**config.mk**
```make
export PLATFORM = sky130hd
export DESIGN_NAME = straight_drive_pid_balancer
export DESIGN_NICKNAME = d
export VERILOG_FILES = /design/src/rtl/core/sdpb_pkg.sv /design/src/rtl/core/sdpb_cfg.sv /design/src/rtl/core/sdpb_err.sv /design/src/rtl/core/sdpb_spd.sv /design/src/rtl/core/straight_drive_pid_balancer.sv
export SDC_FILE = /design/constraint.sdc
export NUM_CORES = 2
export LEC_CHECK = 0
export BUFFER_PORTS_ARGS = -buffer_cell sky130_fd_sc_hd__buf_2
export CORE_MARGIN = 1.5
export CORE_UTILIZATION = 65
export CTS_BUF_LIST = sky130_fd_sc_hd__clkbuf_16
export DETAILED_ROUTE_END_ITERATION = 8
export HOLD_SLACK_MARGIN = 0.15
export PLACE_DENSITY = 0.82
export SLEW_MARGIN = 0
export SYNTH_ARGS = -nofsm -noshare
export SYNTH_HDL_FRONTEND = slang
export SYNTH_SLANG_ARGS = --single-unit
```
**constraint.sdc**
```tcl
create_clock -name i_clk -period 35.1 [get_ports i_clk]
set_clock_uncertainty 0.05 [all_clocks]
set_input_delay 1.755 -clock i_clk [delete_from_list [all_inputs] [get_ports i_clk]]
set_output_delay 1.755 -clock i_clk [all_outputs]
set_load 0.02 [all_outputs]
```
**src/rtl/core/sdpb_pkg.sv**
```systemverilog
// Shared types, constants and arithmetic helpers of the straight-drive PID balancer.
`timescale 1ns / 1ps

package sdpb_pkg;

    // Field and datapath widths.
    localparam int TARGET_W   = 23;
    localparam int BASE_W     = 8;
    localparam int SLOW_W     = 16;
    localparam int GAIN_W     = 16;
    localparam int DECAY_W    = 9;
    localparam int MIN_W      = 7;
    localparam int CFG_IDX_W  = 3;
    localparam int CFG_DATA_W = 23;
    localparam int POS_W      = 24;
    localparam int VEL_W      = 12;
    localparam int ERR_W      = VEL_W + 1;
    localparam int DERIV_W    = ERR_W + 1;
    localparam int INTEG_W    = 32;
    localparam int SPEED_W    = 16;
    localparam int DRIVE_W    = 8;
    localparam int FRAC_W     = 8;
    localparam int OFFS_W     = 12;
    localparam int STEP_W     = OFFS_W + FRAC_W;
    localparam int CORR_W     = STEP_W + 1;
    localparam int PROD_P_W   = ERR_W + GAIN_W;
    localparam int PROD_I_W   = INTEG_W + GAIN_W;
    localparam int PROD_D_W   = DERIV_W + GAIN_W;
    localparam int SUM_W      = PROD_I_W + 1;
    localparam int DIST_W     = POS_W + 1;
    localparam int DPROD_W    = SPEED_W + DECAY_W;
    localparam int SCALED_W   = SPEED_W + 1;

    // Limits of the speed, the offset, the base speed and the error.
    localparam logic signed [SPEED_W-1:0] SPEED_LIM_Q = 16'sd32512;
    localparam logic signed [OFFS_W-1:0]  OFFS_LIM    = 12'sd1024;
    localparam logic signed [BASE_W-1:0]  BASE_MIN    = -8'sd127;
    localparam logic signed [BASE_W-1:0]  BASE_NEG    = -8'sd128;
    localparam logic signed [ERR_W-1:0]   ERR_LIM     = 13'sd2048;

    // Register reset values.
    localparam logic [TARGET_W-1:0]       TARGET_RST = '0;
    localparam logic signed [BASE_W-1:0]  BASE_RST   = '0;
    localparam logic [SLOW_W-1:0]         SLOW_RST   = 16'd374;
    localparam logic signed [GAIN_W-1:0]  PROP_RST   = 16'sd256;
    localparam logic signed [GAIN_W-1:0]  INTEG_RST  = '0;
    localparam logic signed [GAIN_W-1:0]  DERIV_RST  = '0;
    localparam logic [DECAY_W-1:0]        DECAY_RST  = 9'd235;
    localparam logic [MIN_W-1:0]          MIN_RST    = 7'd40;

    // Register indexes of the configuration port.
    typedef enum logic [CFG_IDX_W-1:0] {
        CFG_TARGET_TICKS    = 3'd0,
        CFG_BASE_SPEED      = 3'd1,
        CFG_SLOW_ZONE_TICKS = 3'd2,
        CFG_PROP_GAIN       = 3'd3,
        CFG_INTEG_GAIN      = 3'd4,
        CFG_DERIV_GAIN      = 3'd5,
        CFG_DECAY_FACTOR    = 3'd6,
        CFG_MIN_SPEED       = 3'd7
    } t_cfg_idx;

    // Item operation codes.
    typedef enum logic {
        OP_START  = 1'b0,
        OP_SAMPLE = 1'b1
    } t_op;

    typedef struct packed {
        t_op                      op;
        logic signed [POS_W-1:0]  encoder_position;
        logic signed [VEL_W-1:0]  left_velocity;
        logic signed [VEL_W-1:0]  right_velocity;
    } t_in_item;

    typedef struct packed {
        logic signed [DRIVE_W-1:0] left_drive;
        logic signed [DRIVE_W-1:0] right_drive;
        logic signed [POS_W-1:0]   traveled_ticks;
        logic                      done_res;
    } t_out_item;

    typedef struct packed {
        logic [TARGET_W-1:0]       target_ticks;
        logic signed [BASE_W-1:0]  base_speed;
        logic [SLOW_W-1:0]         slow_zone_ticks;
        logic signed [GAIN_W-1:0]  prop_gain;
        logic signed [GAIN_W-1:0]  integ_gain;
        logic signed [GAIN_W-1:0]  deriv_gain;
        logic [DECAY_W-1:0]        decay_factor;
        logic [MIN_W-1:0]          min_speed;
    } t_cfg;

    // Hand-off from the error stage to the speed stage.
    typedef struct packed {
        t_op                        op;
        logic signed [POS_W-1:0]    traveled;
        logic                       slow;
        logic                       reached;
        logic signed [PROD_P_W-1:0] p_prop;
        logic signed [PROD_I_W-1:0] p_integ;
        logic signed [PROD_D_W-1:0] p_deriv;
    } t_mid;

    // Clamp a wide signed value to the speed range.
    function automatic logic signed [SPEED_W-1:0] sat_speed(input logic signed [DPROD_W-1:0] v);
        logic signed [SPEED_W-1:0] res;
        if (v > DPROD_W'(SPEED_LIM_Q)) begin
            res = SPEED_LIM_Q;
        end else if (v < -DPROD_W'(SPEED_LIM_Q)) begin
            res = -SPEED_LIM_Q;
        end else begin
            res = SPEED_W'(v);
        end
        return res;
    endfunction

    // Scale a speed by the decay factor; keep the old speed if the result gets too slow.
    function automatic logic signed [SPEED_W-1:0] decay_one(
        input logic signed [SPEED_W-1:0] q,
        input logic [DECAY_W-1:0]        df,
        input logic [MIN_W-1:0]          min_sp
    );
        logic signed [DPROD_W-1:0]  prod;
        logic signed [DPROD_W-1:0]  adj;
        logic signed [SCALED_W-1:0] scaled;
        logic [SCALED_W-1:0]        mag;
        logic signed [SPEED_W-1:0]  res;
        prod = DPROD_W'(q) * $signed({1'b0, df});
        // Round toward zero before the shift.
        adj = prod[DPROD_W-1] ? prod + DPROD_W'((1 << FRAC_W) - 1) : prod;
        scaled = SCALED_W'(adj >>> FRAC_W);
        mag = scaled[SCALED_W-1] ? SCALED_W'(-scaled) : SCALED_W'(scaled);
        if ((mag >> FRAC_W) < SCALED_W'(min_sp)) begin
            res = q;
        end else begin
            res = sat_speed(DPROD_W'(scaled));
        end
        return res;
    endfunction

    // Integer part of a Q8.8 speed, truncated toward zero.
    function automatic logic signed [DRIVE_W-1:0] speed_to_drive(
        input logic signed [SPEED_W-1:0] q
    );
        logic signed [SPEED_W-1:0] adj;
        adj = q[SPEED_W-1] ? q + SPEED_W'((1 << FRAC_W) - 1) : q;
        return DRIVE_W'(adj >>> FRAC_W);
    endfunction

endpackage

```
**src/rtl/core/sdpb_cfg.sv**
```systemverilog
// Configuration register file of the straight-drive PID balancer.
`timescale 1ns / 1ps

module sdpb_cfg (
    input  logic                               i_clk,
    input  logic                               i_rst_n,
    input  logic                               i_cfg_we,
    input  logic [sdpb_pkg::CFG_IDX_W-1:0]     i_cfg_idx,
    input  logic [sdpb_pkg::CFG_DATA_W-1:0]    i_cfg_data,
    output sdpb_pkg::t_cfg                     o_cfg
);

    sdpb_pkg::t_cfg r_cfg;

    // Register writes, one register per transfer.
    always_ff @(posedge i_clk) begin
        if (!i_rst_n) begin
            r_cfg.target_ticks    <= sdpb_pkg::TARGET_RST;
            r_cfg.base_speed      <= sdpb_pkg::BASE_RST;
            r_cfg.slow_zone_ticks <= sdpb_pkg::SLOW_RST;
            r_cfg.prop_gain       <= sdpb_pkg::PROP_RST;
            r_cfg.integ_gain      <= sdpb_pkg::INTEG_RST;
            r_cfg.deriv_gain      <= sdpb_pkg::DERIV_RST;
            r_cfg.decay_factor    <= sdpb_pkg::DECAY_RST;
            r_cfg.min_speed       <= sdpb_pkg::MIN_RST;
        end else if (i_cfg_we) begin
            unique case (sdpb_pkg::t_cfg_idx'(i_cfg_idx))
                sdpb_pkg::CFG_TARGET_TICKS: begin
                    r_cfg.target_ticks <= i_cfg_data[sdpb_pkg::TARGET_W-1:0];
                end
                sdpb_pkg::CFG_BASE_SPEED: begin
                    r_cfg.base_speed <= $signed(i_cfg_data[sdpb_pkg::BASE_W-1:0]);
                end
                sdpb_pkg::CFG_SLOW_ZONE_TICKS: begin
                    r_cfg.slow_zone_ticks <= i_cfg_data[sdpb_pkg::SLOW_W-1:0];
                end
                sdpb_pkg::CFG_PROP_GAIN: begin
                    r_cfg.prop_gain <= $signed(i_cfg_data[sdpb_pkg::GAIN_W-1:0]);
                end
                sdpb_pkg::CFG_INTEG_GAIN: begin
                    r_cfg.integ_gain <= $signed(i_cfg_data[sdpb_pkg::GAIN_W-1:0]);
                end
                sdpb_pkg::CFG_DERIV_GAIN: begin
                    r_cfg.deriv_gain <= $signed(i_cfg_data[sdpb_pkg::GAIN_W-1:0]);
                end
                sdpb_pkg::CFG_DECAY_FACTOR: begin
                    r_cfg.decay_factor <= i_cfg_data[sdpb_pkg::DECAY_W-1:0];
                end
                sdpb_pkg::CFG_MIN_SPEED: begin
                    r_cfg.min_speed <= i_cfg_data[sdpb_pkg::MIN_W-1:0];
                end
                default: begin
                    r_cfg <= r_cfg;
                end
            endcase
        end
    end

    assign o_cfg = r_cfg;

endmodule

```
**src/rtl/core/sdpb_err.sv**
```systemverilog
// Error stage: velocity error, integral and derivative state, PID products and distance tests.
`timescale 1ns / 1ps

module sdpb_err (
    input  logic               i_clk,
    input  logic               i_rst_n,
    input  logic               i_adv,
    input  sdpb_pkg::t_in_item i_item,
    input  sdpb_pkg::t_cfg     i_cfg,
    output sdpb_pkg::t_mid     o_mid
);

    localparam int VEL_W   = sdpb_pkg::VEL_W;
    localparam int ERR_W   = sdpb_pkg::ERR_W;
    localparam int DERIV_W = sdpb_pkg::DERIV_W;
    localparam int INTEG_W = sdpb_pkg::INTEG_W;
    localparam int POS_W   = sdpb_pkg::POS_W;
    localparam int DIST_W  = sdpb_pkg::DIST_W;
    localparam int PP_W    = sdpb_pkg::PROD_P_W;
    localparam int PI_W    = sdpb_pkg::PROD_I_W;
    localparam int PD_W    = sdpb_pkg::PROD_D_W;

    logic signed [POS_W-1:0]   r_start_pos;
    logic signed [INTEG_W-1:0] r_integ;
    logic signed [ERR_W-1:0]   r_last_err;

    logic [VEL_W-1:0]          w_lv_mag;
    logic [VEL_W-1:0]          w_rv_mag;
    logic signed [ERR_W-1:0]   w_err;
    logic signed [INTEG_W:0]   w_integ_sum;
    logic signed [INTEG_W-1:0] w_integ;
    logic signed [DERIV_W-1:0] w_deriv;
    logic signed [POS_W-1:0]   w_trav;
    logic signed [DIST_W-1:0]  w_target;
    logic signed [DIST_W-1:0]  w_remain;

    // Error is the difference of the velocity magnitudes.
    assign w_lv_mag = i_item.left_velocity[VEL_W-1] ? VEL_W'(-i_item.left_velocity)
                                                    : VEL_W'(i_item.left_velocity);
    assign w_rv_mag = i_item.right_velocity[VEL_W-1] ? VEL_W'(-i_item.right_velocity)
                                                     : VEL_W'(i_item.right_velocity);
    assign w_err    = $signed({1'b0, w_lv_mag}) - $signed({1'b0, w_rv_mag});

    // Saturating integral and the derivative against the last error.
    assign w_integ_sum = (INTEG_W+1)'(r_integ) + (INTEG_W+1)'(w_err);
    always_comb begin
        if (w_integ_sum[INTEG_W] != w_integ_sum[INTEG_W-1]) begin
            w_integ = w_integ_sum[INTEG_W] ? {1'b1, {(INTEG_W-1){1'b0}}}
                                           : {1'b0, {(INTEG_W-1){1'b1}}};
        end else begin
            w_integ = INTEG_W'(w_integ_sum);
        end
    end
    assign w_deriv = DERIV_W'(w_err) - DERIV_W'(r_last_err);

    // Distance since the latched start and the slow zone and target tests.
    assign w_trav   = i_item.encoder_position - r_start_pos;
    assign w_target = $signed({2'b00, i_cfg.target_ticks});
    assign w_remain = w_target - DIST_W'(w_trav);

    // Three independent products for the next stage.
    always_comb begin
        o_mid.op       = i_item.op;
        o_mid.traveled = w_trav;
        o_mid.slow     = w_remain < $signed({{(DIST_W-sdpb_pkg::SLOW_W){1'b0}},
                                             i_cfg.slow_zone_ticks});
        o_mid.reached  = DIST_W'(w_trav) >= w_target;
        o_mid.p_prop   = PP_W'(w_err) * PP_W'(i_cfg.prop_gain);
        o_mid.p_integ  = PI_W'(w_integ) * PI_W'(i_cfg.integ_gain);
        o_mid.p_deriv  = PD_W'(w_deriv) * PD_W'(i_cfg.deriv_gain);
    end

    // Start latches the position and clears the controller memory.
    always_ff @(posedge i_clk) begin
        if (!i_rst_n) begin
            r_start_pos <= '0;
            r_integ     <= '0;
            r_last_err  <= '0;
        end else if (i_adv) begin
            if (i_item.op == sdpb_pkg::OP_START) begin
                r_start_pos <= i_item.encoder_position;
                r_integ     <= '0;
                r_last_err  <= '0;
            end else begin
                r_integ     <= w_integ;
                r_last_err  <= w_err;
            end
        end
    end

    // The stored error never leaves the magnitude range of the velocities.
    a_last_err_range: assert property (@(posedge i_clk) disable iff (!i_rst_n)
        (r_last_err <= sdpb_pkg::ERR_LIM) && (r_last_err >= -sdpb_pkg::ERR_LIM))
        else $error("last error out of range");

    // A start transfer clears the integral.
    a_start_clears: assert property (@(posedge i_clk) disable iff (!i_rst_n)
        i_adv && (i_item.op == sdpb_pkg::OP_START) |=> (r_integ == '0) && (r_last_err == '0))
        else $error("integral not cleared by start");

endmodule

```
**src/rtl/core/sdpb_spd.sv**
```systemverilog
// Speed stage: PID offset, correction or decay of both side speeds, drive commands.
`timescale 1ns / 1ps

module sdpb_spd (
    input  logic                i_clk,
    input  logic                i_rst_n,
    input  logic                i_adv,
    input  sdpb_pkg::t_mid      i_mid,
    input  sdpb_pkg::t_cfg      i_cfg,
    output sdpb_pkg::t_out_item o_res
);

    localparam int SUM_W   = sdpb_pkg::SUM_W;
    localparam int FRAC_W  = sdpb_pkg::FRAC_W;
    localparam int OFFS_W  = sdpb_pkg::OFFS_W;
    localparam int STEP_W  = sdpb_pkg::STEP_W;
    localparam int CORR_W  = sdpb_pkg::CORR_W;
    localparam int SPEED_W = sdpb_pkg::SPEED_W;
    localparam int BASE_W  = sdpb_pkg::BASE_W;
    localparam int DPROD_W = sdpb_pkg::DPROD_W;

    logic signed [SPEED_W-1:0] r_left_q;
    logic signed [SPEED_W-1:0] r_right_q;
    logic                      r_running;

    logic signed [SUM_W-1:0]   w_sum;
    logic signed [SUM_W-1:0]   w_sum_adj;
    logic signed [SUM_W-1:0]   w_quot;
    logic signed [OFFS_W-1:0]  w_offs;
    logic signed [STEP_W-1:0]  w_step;
    logic signed [CORR_W-1:0]  w_right_corr;
    logic signed [CORR_W-1:0]  w_left_corr;
    logic signed [SPEED_W-1:0] w_left_nx;
    logic signed [SPEED_W-1:0] w_right_nx;
    logic signed [BASE_W-1:0]  w_base;
    logic signed [SPEED_W-1:0] w_base_q;

    // PID sum, divided by 256 toward zero and clamped.
    assign w_sum = SUM_W'(i_mid.p_prop) + SUM_W'(i_mid.p_integ) + SUM_W'(i_mid.p_deriv);
    assign w_sum_adj = w_sum[SUM_W-1] ? w_sum + SUM_W'((1 << FRAC_W) - 1) : w_sum;
    assign w_quot = w_sum_adj >>> FRAC_W;
    always_comb begin
        if (w_quot > SUM_W'(sdpb_pkg::OFFS_LIM)) begin
            w_offs = sdpb_pkg::OFFS_LIM;
        end else if (w_quot < -SUM_W'(sdpb_pkg::OFFS_LIM)) begin
            w_offs = -sdpb_pkg::OFFS_LIM;
        end else begin
            w_offs = OFFS_W'(w_quot);
        end
    end
    assign w_step = $signed({w_offs, {FRAC_W{1'b0}}});

    // Offset raises the right side and lowers the left side.
    assign w_right_corr = CORR_W'(r_right_q) + CORR_W'(w_step);
    assign w_left_corr  = CORR_W'(r_left_q) - CORR_W'(w_step);

    // Slow zone decays both speeds instead of correcting them.
    always_comb begin
        if (i_mid.slow) begin
            w_right_nx = sdpb_pkg::decay_one(r_right_q, i_cfg.decay_factor, i_cfg.min_speed);
            w_left_nx  = sdpb_pkg::decay_one(r_left_q, i_cfg.decay_factor, i_cfg.min_speed);
        end else begin
            w_right_nx = sdpb_pkg::sat_speed(DPROD_W'(w_right_corr));
            w_left_nx  = sdpb_pkg::sat_speed(DPROD_W'(w_left_corr));
        end
    end

    // Base speed, with the most negative code replaced by the next code up (-127).
    assign w_base   = (i_cfg.base_speed == sdpb_pkg::BASE_NEG) ? sdpb_pkg::BASE_MIN
                                                                : i_cfg.base_speed;
    assign w_base_q = $signed({w_base, {FRAC_W{1'b0}}});

    // Result of the transfer in this stage.
    always_comb begin
        o_res.left_drive     = '0;
        o_res.right_drive    = '0;
        o_res.traveled_ticks = i_mid.traveled;
        o_res.done_res       = 1'b0;
        if (i_mid.op == sdpb_pkg::OP_START) begin
            o_res.left_drive     = w_base;
            o_res.right_drive    = w_base;
            o_res.traveled_ticks = '0;
        end else if (r_running) begin
            if (i_mid.reached) begin
                o_res.done_res = 1'b1;
            end else begin
                o_res.left_drive  = sdpb_pkg::speed_to_drive(w_left_nx);
                o_res.right_drive = sdpb_pkg::speed_to_drive(w_right_nx);
            end
        end
    end

    // Speed and run state.
    always_ff @(posedge i_clk) begin
        if (!i_rst_n) begin
            r_left_q  <= '0;
            r_right_q <= '0;
            r_running <= 1'b0;
        end else if (i_adv) begin
            if (i_mid.op == sdpb_pkg::OP_START) begin
                r_left_q  <= w_base_q;
                r_right_q <= w_base_q;
                r_running <= 1'b1;
            end else if (r_running) begin
                r_left_q  <= w_left_nx;
                r_right_q <= w_right_nx;
                if (i_mid.reached) begin
                    r_running <= 1'b0;
                end
            end
        end
    end

    // Stored speeds stay inside the saturation limits.
    a_speed_range: assert property (@(posedge i_clk) disable iff (!i_rst_n)
        (r_left_q <= sdpb_pkg::SPEED_LIM_Q) && (r_left_q >= -sdpb_pkg::SPEED_LIM_Q) &&
        (r_right_q <= sdpb_pkg::SPEED_LIM_Q) && (r_right_q >= -sdpb_pkg::SPEED_LIM_Q))
        else $error("speed outside saturation limits");

    // Reaching the target ends the run.
    a_done_stops: assert property (@(posedge i_clk) disable iff (!i_rst_n)
        i_adv && (i_mid.op == sdpb_pkg::OP_SAMPLE) && r_running && i_mid.reached
        |=> !r_running)
        else $error("run continues after target reached");

endmodule

```
**src/rtl/core/straight_drive_pid_balancer.sv**
```systemverilog
// Straight-drive PID balancer top level: input register, error stage, speed stage, result register.
// An accepted item passes through the input register, the stage register and then the result register.
// Throughput: one item per cycle; the three-register pipeline advances whenever the
// result register is empty or its transfer completes, and freezes as a whole otherwise.
// Reset (synchronous, active low) clears pipeline valids, run state, speeds, integral,
// last error and start position, and loads register defaults.
`timescale 1ns / 1ps

module straight_drive_pid_balancer (
    input  logic                            i_clk,
    input  logic                            i_rst_n,
    input  logic                            i_in_valid,
    output logic                            o_in_stall,
    input  sdpb_pkg::t_in_item              i_in_data,
    output logic                            o_out_valid,
    input  logic                            i_out_stall,
    output sdpb_pkg::t_out_item             o_out_data,
    input  logic                            i_cfg_we,
    input  logic [sdpb_pkg::CFG_IDX_W-1:0]  i_cfg_idx,
    input  logic [sdpb_pkg::CFG_DATA_W-1:0] i_cfg_data
);

    sdpb_pkg::t_cfg      w_cfg;
    sdpb_pkg::t_mid      w_mid;
    sdpb_pkg::t_out_item w_res;

    sdpb_pkg::t_in_item  r_s1;
    sdpb_pkg::t_mid      r_s2;
    sdpb_pkg::t_out_item r_out;
    logic                r_s1_valid;
    logic                r_s2_valid;
    logic                r_out_valid;
    logic                w_adv;

    // Whole pipeline moves when the result register can take a new transfer.
    assign w_adv      = !r_out_valid || !i_out_stall;
    assign o_in_stall = !w_adv;

    sdpb_cfg u_cfg (
        .i_clk      (i_clk),
        .i_rst_n    (i_rst_n),
        .i_cfg_we   (i_cfg_we),
        .i_cfg_idx  (i_cfg_idx),
        .i_cfg_data (i_cfg_data),
        .o_cfg      (w_cfg)
    );

    sdpb_err u_err (
        .i_clk   (i_clk),
        .i_rst_n (i_rst_n),
        .i_adv   (w_adv && r_s1_valid),
        .i_item  (r_s1),
        .i_cfg   (w_cfg),
        .o_mid   (w_mid)
    );

    sdpb_spd u_spd (
        .i_clk   (i_clk),
        .i_rst_n (i_rst_n),
        .i_adv   (w_adv && r_s2_valid),
        .i_mid   (r_s2),
        .i_cfg   (w_cfg),
        .o_res   (w_res)
    );

    // Stage valid bits.
    always_ff @(posedge i_clk) begin
        if (!i_rst_n) begin
            r_s1_valid  <= 1'b0;
            r_s2_valid  <= 1'b0;
            r_out_valid <= 1'b0;
        end else if (w_adv) begin
            r_s1_valid  <= i_in_valid;
            r_s2_valid  <= r_s1_valid;
            r_out_valid <= r_s2_valid;
        end
    end

    // Stage payloads.
    always_ff @(posedge i_clk) begin
        if (w_adv) begin
            r_s1  <= i_in_data;
            r_s2  <= w_mid;
            r_out <= w_res;
        end
    end

    assign o_out_valid = r_out_valid;
    assign o_out_data  = r_out;

    // Input is held off only while a finished result waits.
    a_stall_full: assert property (@(posedge i_clk) disable iff (!i_rst_n)
        o_in_stall |-> o_out_valid)
        else $error("input stalled with empty result register");

    // A finished run reports zero drives.
    a_done_zero: assert property (@(posedge i_clk) disable iff (!i_rst_n)
        o_out_valid && o_out_data.done_res |->
        (o_out_data.left_drive == '0) && (o_out_data.right_drive == '0))
        else $error("nonzero drive on done result");

endmodule
```
After elaboration in Yosys (flattened, before gate mapping)
Cells that the tools add are included.
Word-level totals
  bits in registers: 440
  logic and storage cells: 137
Operators by class
  add/sub/neg operators: 18
  $mul: 5
  $lt $le $gt $ge: 14
  equality and inequality tests: 10
  mux-type cells: 39
  bitwise operators: 1
  reductions and logical operators: 18
Operator list (number)
  16-bit two-way mux: 21
  32-bit two-way mux: 3
  25-bit by 9-bit adder with 25-bit output (second input constant): 2
  16-bit by 10-bit multiplier with 25-bit output: 2
  25-bit two-way mux: 2
  29-bit by 48-bit adder with 49-bit output: 1
  49-bit by 30-bit adder with 49-bit output: 1
  49-bit by 9-bit adder with 49-bit output (second input constant): 1
  49-bit two-way mux: 1
  32-bit by 16-bit multiplier with 48-bit output: 1
  12-bit two-way mux: 4
  21-bit by 16-bit > comparator with 1-bit output (second input constant): 2
  21-bit by 16-bit < comparator with 1-bit output (second input constant): 2
  41-bit by 12-bit > comparator with 1-bit output (second input constant): 1
  41-bit by 11-bit < comparator with 1-bit output (second input constant): 1
  17-bit by 16-bit > comparator with 1-bit output (second input constant): 2
  17-bit by 16-bit < comparator with 1-bit output (second input constant): 2
  17-bit two-way mux: 2
  17-bit negator: 2
  32-bit by 13-bit adder with 33-bit output: 1
  16-bit by 9-bit adder with 16-bit output (second input constant): 2
  14-bit by 16-bit multiplier with 30-bit output: 1
  13-bit by 16-bit multiplier with 29-bit output: 1
  25-bit by 17-bit < comparator with 1-bit output: 1
  24 further kinds: 46

Depth between registers and ports, before layout
  depth in word-level cells: 17
  depth in mapped cells: 66
  mapped depth without buffers: 64

By module
Synthesis repeated with hierarchy kept, for this count alone.
Second synthesis, totals
  cell total of the unflattened synthesis: 8271
  area, all modules: 75399.8 um2
By module, submodules not included
  sdpb_err: instances 1, cells an instance 4864, area each 42381.9 um2, seq. area each 1381.3 um2
  sdpb_spd: instances 1, cells an instance 2763, area each 21941.0 um2, seq. area each 660.6 um2
  straight_drive_pid_balancer: instances 1, cells an instance 238, area each 6859.1 um2, seq. area each 6786.5 um2
  sdpb_cfg: instances 1, cells an instance 406, area each 4217.8 um2, seq. area each 2222.1 um2

Worst setup path before layout
No wires, ideal clock.
  path type: register to register
  start: reg r_s1[12] (netlist name)
  end: reg r_s2[77] (netlist name), data pin
  arrival time: 13.775 ns
  required time: 34.782 ns
  path slack: 21.008 ns
  stages on the path, launching flop included: 64
  path buffers: 2
  clock period less this slack: 14.092 ns
  cell sequence: edfxtp_1 inv_1 ha_1 nand2b_1 xnor2_1 ha_1 nor2b_1 o21ai_0 nand2b_1 and2_1 o21ai_0 nand2b_1 a21o_1 a21o_1 a21o_1 a21o_1 a21o_1 a21o_1 (+28 left out) ha_1 a21o_1 a211oi_1 o21ai_0 a21o_1 a32oi_1 a21oi_1 a211oi_1 nor3_1 nor2_1 a211o_1 o31ai_1 o41ai_1 nor2_1 nor3_1 nor3b_1 o41ai_1 xnor2_1
RTL lines
  from (decl): RTL line straight_drive_pid_balancer.sv:27  | sdpb_pkg::t_in_item r_s1;
  from (signal assigned): RTL line straight_drive_pid_balancer.sv:82  | r_s1 <= i_in_data;
  to (signal assigned): RTL line straight_drive_pid_balancer.sv:83  | r_s2 <= w_mid;
  to (decl): RTL line straight_drive_pid_balancer.sv:28  | sdpb_pkg::t_mid r_s2;

==> out/qor.json <==
{
  "power_and_ir_drop": {
    "leakage_nw": 34.6,
    "finalPower_w": 0.00523,
    "ir_worst_vdd_v": 0.0000856,
    "power_per_cell_area_nw_per_um2": 68.2
  },
  "clock_network": {
    "holdBufCountCts": 0,
    "clock_tree.htree_level_count": 2,
    "clock_insertion_delay_worst_skew_ns": 0.68,
    "cts.clk_slew.worst_paths_ns": 0.06,
    "tritoncts": "built",
    "clock_tree.root_cell": "sky130_fd_sc_hd__clkbuf_16",
    "cts_setup_buffers": 0,
    "cts_sinks": 440,
    "cts_inserted_buffers": 50,
    "clockBufferDepth": 3,
    "post_cts.resized_instances": 0
  },
  "hold_path": {
    "worst_hold_path_type": "reg -> reg",
    "hold-path-cell-count": 2,
    "holdPathEnd": "u_err.r_start_pos[13]",
    "holdCritStartpoint": "u_err.r_start_pos[13]"
  },
  "outcome": {
    "status": "completed"
  },
  "grt": {
    "vias_in_the_first_global_route": 59700,
    "gr-total-overflow": 0,
    "maximum_number_of_pins_on_one_net_before_global_route_repair": 84,
    "groute.usage.overall_pct": 33.9,
    "antenna_found_initial": 13,
    "grt_pass1_wl_mm": 307
  },
  "worst_setup_path": {
    "worst_r2r_endpoint": "r_s2[77]",
    "worstPathRequired_ns": 35.36,
    "startpoint_type": "flip-flop",
    "ff2ff_path_depth": 62,
    "worstSetupEndpointType": "flip-flop",
    "path_class": "reg -> reg",
    "worst_r2r_startpoint": "r_s1[12]",
    "path_max_fanout": 23,
    "cp.arrival_ns": 16.77,
    "worst_path_max_delay_cell": "sky130_fd_sc_hd__nor2_1",
    "worstSetupStartpoint": "r_s1[12]",
    "crit_path_max_incr_delay_ns": 0.87,
    "crit_top_cell": "sky130_fd_sc_hd__a21o_1",
    "r2r_slack_ns": 18.59
  },
  "routing": {
    "drt-total-wl_mm": 188,
    "route.antenna.remaining_nets": 0,
    "average_wire_per_standard_cell_um": 19.7,
    "remaining_drc_errors": 0,
    "firstDrtPassIters": 7,
    "post_drt_via_cell_ratio": 5.96,
    "route.vias.total": 56800,
    "drt_iter0_drc": 4516
  },
  "synthesis": {
    "synth_edf_count": 224,
    "synth_fp_nets": 9908,
    "synthesis.yosys.warnings": 0,
    "synth.yosys.seq_area_share_pct": 15.1,
    "postSynth.asyncResetShare_pct": 0,
    "postSynthCellCount": 8065,
    "synth_top_flop_cell": "sky130_fd_sc_hd__edfxtp_1",
    "average_footprint_of_a_synthesized_cell_sq_um": 9.05,
    "ys_ff_latch": 440,
    "yosys.cell_types.count": 115,
    "syn-cell-area_sq_um": 73000
  },
  "finish": {
    "final_layout_size_suffix_gt1_share_pct": 5.30,
    "instances_no_fill": 9527,
    "layout.nets": 9832,
    "final.fill_count": 8519,
    "synthToLayoutAreaGrowth_pct": 5.07
  },
  "die": {
    "core-area_sq_um": 111000,
    "die_height_um": 338,
    "initial_core_utilization_pct": 65.7,
    "io_pins": 123,
    "die_width_um": 338,
    "num_rows": 122,
    "design.die.area_sq_um": 114000
  },
  "sta": {
    "report.final.hold_viol_count": 0,
    "timing.slew.headroom_pct": 6.92,
    "setup-violations-final": 0,
    "setup_tns_ns": 0,
    "timing.final.crit_share_pct": 47.0,
    "final-max-slew-violation-count": 0,
    "grt_setup_unrepaired": "false",
    "period_needed_ns": 16.51,
    "setup_ws_ns": 18.59,
    "max_freq_ghz": 0.0606,
    "timing_worst_slew_pin_value_ns": 1.39
  },
  "placed_design": {
    "port_buffers": 122,
    "place_hpwl_mm": 146,
    "gp_routability_congestion": 0.954,
    "dpl_worst_slack_ns": 18.83,
    "post-place-cells": 9425
  },
  "job": {
    "cap_viol_max_count": 0
  }
}
-- sequential cells by signal (all words and copies together), names as in the netlist --
register,count
u_err.r_last_err,13
u_spd.r_running,1
r_s2_valid,1
u_err.r_integ,32
o_out_data,41
u_spd.r_left_q,16
u_cfg.o_cfg,111
o_out_valid,1
r_s1_valid,1
r_s2,134
r_s1,49
u_spd.r_right_q,16
u_err.r_start_pos,24
-- final cells by class --
class | count | area (sq um) | area share, %
tap | 1488 | 1860 | 2.43
multi-input combinational | 5981 | 55900 | 72.9
antenna | 8 | 20.0 | 0.0261
sequential | 440 | 11100 | 14.4
timing repair buffer | 198 | 1180 | 1.54
clock buffer | 52 | 1300 | 1.70
inverter | 1318 | 4950 | 6.45
clock inverter | 42 | 415 | 0.542
-- layout by cell type (no fill, tap or decap), types with 75 or more instances in the layout --
master	n
sky130_fd_sc_hd__o21ai_0	189
sky130_fd_sc_hd__ha_1	568
sky130_fd_sc_hd__fa_1	1195
sky130_fd_sc_hd__edfxtp_1	224
sky130_fd_sc_hd__buf_2	121
sky130_fd_sc_hd__buf_4	77
sky130_fd_sc_hd__a21o_1	106
sky130_fd_sc_hd__nand2b_1	75
sky130_fd_sc_hd__nor2b_1	124
sky130_fd_sc_hd__inv_1	1324
sky130_fd_sc_hd__a21oi_1	246
sky130_fd_sc_hd__nand3_1	91
sky130_fd_sc_hd__xor2_1	119
sky130_fd_sc_hd__nor3_1	101
sky130_fd_sc_hd__a21boi_0	150
sky130_fd_sc_hd__nor2_1	266
sky130_fd_sc_hd__and2_1	573
sky130_fd_sc_hd__nand2_1	1113
sky130_fd_sc_hd__xnor2_1	252
sky130_fd_sc_hd__dfxtp_1	214
-- routing by layer --
layer | GRT usage (%) | part of all wire (%)
met3 | 7.27 | 9.0
met5 | 0.894 | 0.084
met2 | 56.9 | 48
met1 | 42.3 | 39
met4 | 14.9 | 4.6
-- report_power, final --
part,switching [W],internal [W],total (W)
clock network,0.000243,0.000305,0.000548
registers,0.0000595,0.000659,0.000719
logic,0.00254,0.00142,0.00396
total,0.00284,0.00239,0.00523
-- metrics by stage --
step	cell area (sq um)	util (%)	hold WS, ns
final	76700	69.1	0.415
after global routing	76600	69.1	0.438
after CTS	76600	69.1	0.416
after detailed placement	74900	67.5	0.399
after global placement	74900	67.5	0.395
after floorplan	73000	-	0.382
-- cell families after synthesis --
kind of cell | after synthesis | share of synthesized area [%]
xor gates and xnor gates | 389 | 4.69
muxes | 26 | 0.372
and+or+nand+nor | 2627 | 17.7
DFF | 440 | 15.1
adders and majority gates | 1767 | 42.6
buffers and inverters | 1644 | 8.49
AOI/OAI and AO/OA | 1172 | 11.0
-- cells in the mapped netlist (16+ instances only) --
cell type / count / share of area [%]
sky130_fd_sc_hd__clkbuf_1: 303 / 1.6
sky130_fd_sc_hd__o21bai_1: 42 / 0.43
sky130_fd_sc_hd__or2_2: 58 / 0.50
sky130_fd_sc_hd__a21o_1: 106 / 1.1
sky130_fd_sc_hd__ha_1: 568 / 9.7
sky130_fd_sc_hd__a21oi_1: 246 / 1.7
sky130_fd_sc_hd__nand2_1: 1114 / 5.7
sky130_fd_sc_hd__o21a_1: 51 / 0.52
sky130_fd_sc_hd__o21ai_1: 34 / 0.23
sky130_fd_sc_hd__nor4_1: 29 / 0.25
sky130_fd_sc_hd__dfxtp_1: 216 / 5.9
sky130_fd_sc_hd__nand4_1: 36 / 0.31
sky130_fd_sc_hd__a2111oi_0: 17 / 0.20
sky130_fd_sc_hd__a21boi_0: 150 / 1.5
sky130_fd_sc_hd__nand3_1: 91 / 0.62
sky130_fd_sc_hd__nand2b_1: 75 / 0.64
sky130_fd_sc_hd__edfxtp_1: 224 / 9.2
sky130_fd_sc_hd__or3_1: 26 / 0.22
sky130_fd_sc_hd__and3_1: 50 / 0.43
sky130_fd_sc_hd__a22oi_1: 25 / 0.26
sky130_fd_sc_hd__nor2_1: 269 / 1.4
sky130_fd_sc_hd__fa_1: 1195 / 33
sky130_fd_sc_hd__a211oi_1: 34 / 0.35
sky130_fd_sc_hd__o31ai_1: 16 / 0.16
sky130_fd_sc_hd__inv_1: 1316 / 6.8
sky130_fd_sc_hd__o21ai_0: 189 / 1.3
sky130_fd_sc_hd__mux2i_1: 17 / 0.23
sky130_fd_sc_hd__a211o_1: 16 / 0.19
sky130_fd_sc_hd__o22ai_1: 17 / 0.15
sky130_fd_sc_hd__nor3_1: 103 / 0.71
sky130_fd_sc_hd__o211ai_1: 32 / 0.33
sky130_fd_sc_hd__and2_1: 573 / 4.9
sky130_fd_sc_hd__a22o_1: 21 / 0.25
sky130_fd_sc_hd__a31oi_1: 25 / 0.21
sky130_fd_sc_hd__xnor2_1: 259 / 3.1
sky130_fd_sc_hd__nor2b_1: 124 / 1.1
sky130_fd_sc_hd__xor2_1: 128 / 1.5
-- worst max-delay path by stage --
stage	to	cells past startpoint
detailed placement	r_s2[77]	60
finish	r_s2[77]	62
global placement	r_s2[77]	62
CTS	r_s2[77]	60
floorplan	r_s2[77]	63
global route	r_s2[77]	62
-- critical path: cells and delay by family (launching register included) --
kind            cells  cell delay (ns)
compound gates     27             6.39
buf+inv             5             0.95
simple gates       17             3.97
flops               1             0.34
fa+ha+maj          10             3.95
xor+xnor            3             0.42
(Power assumes the default switching activity.)
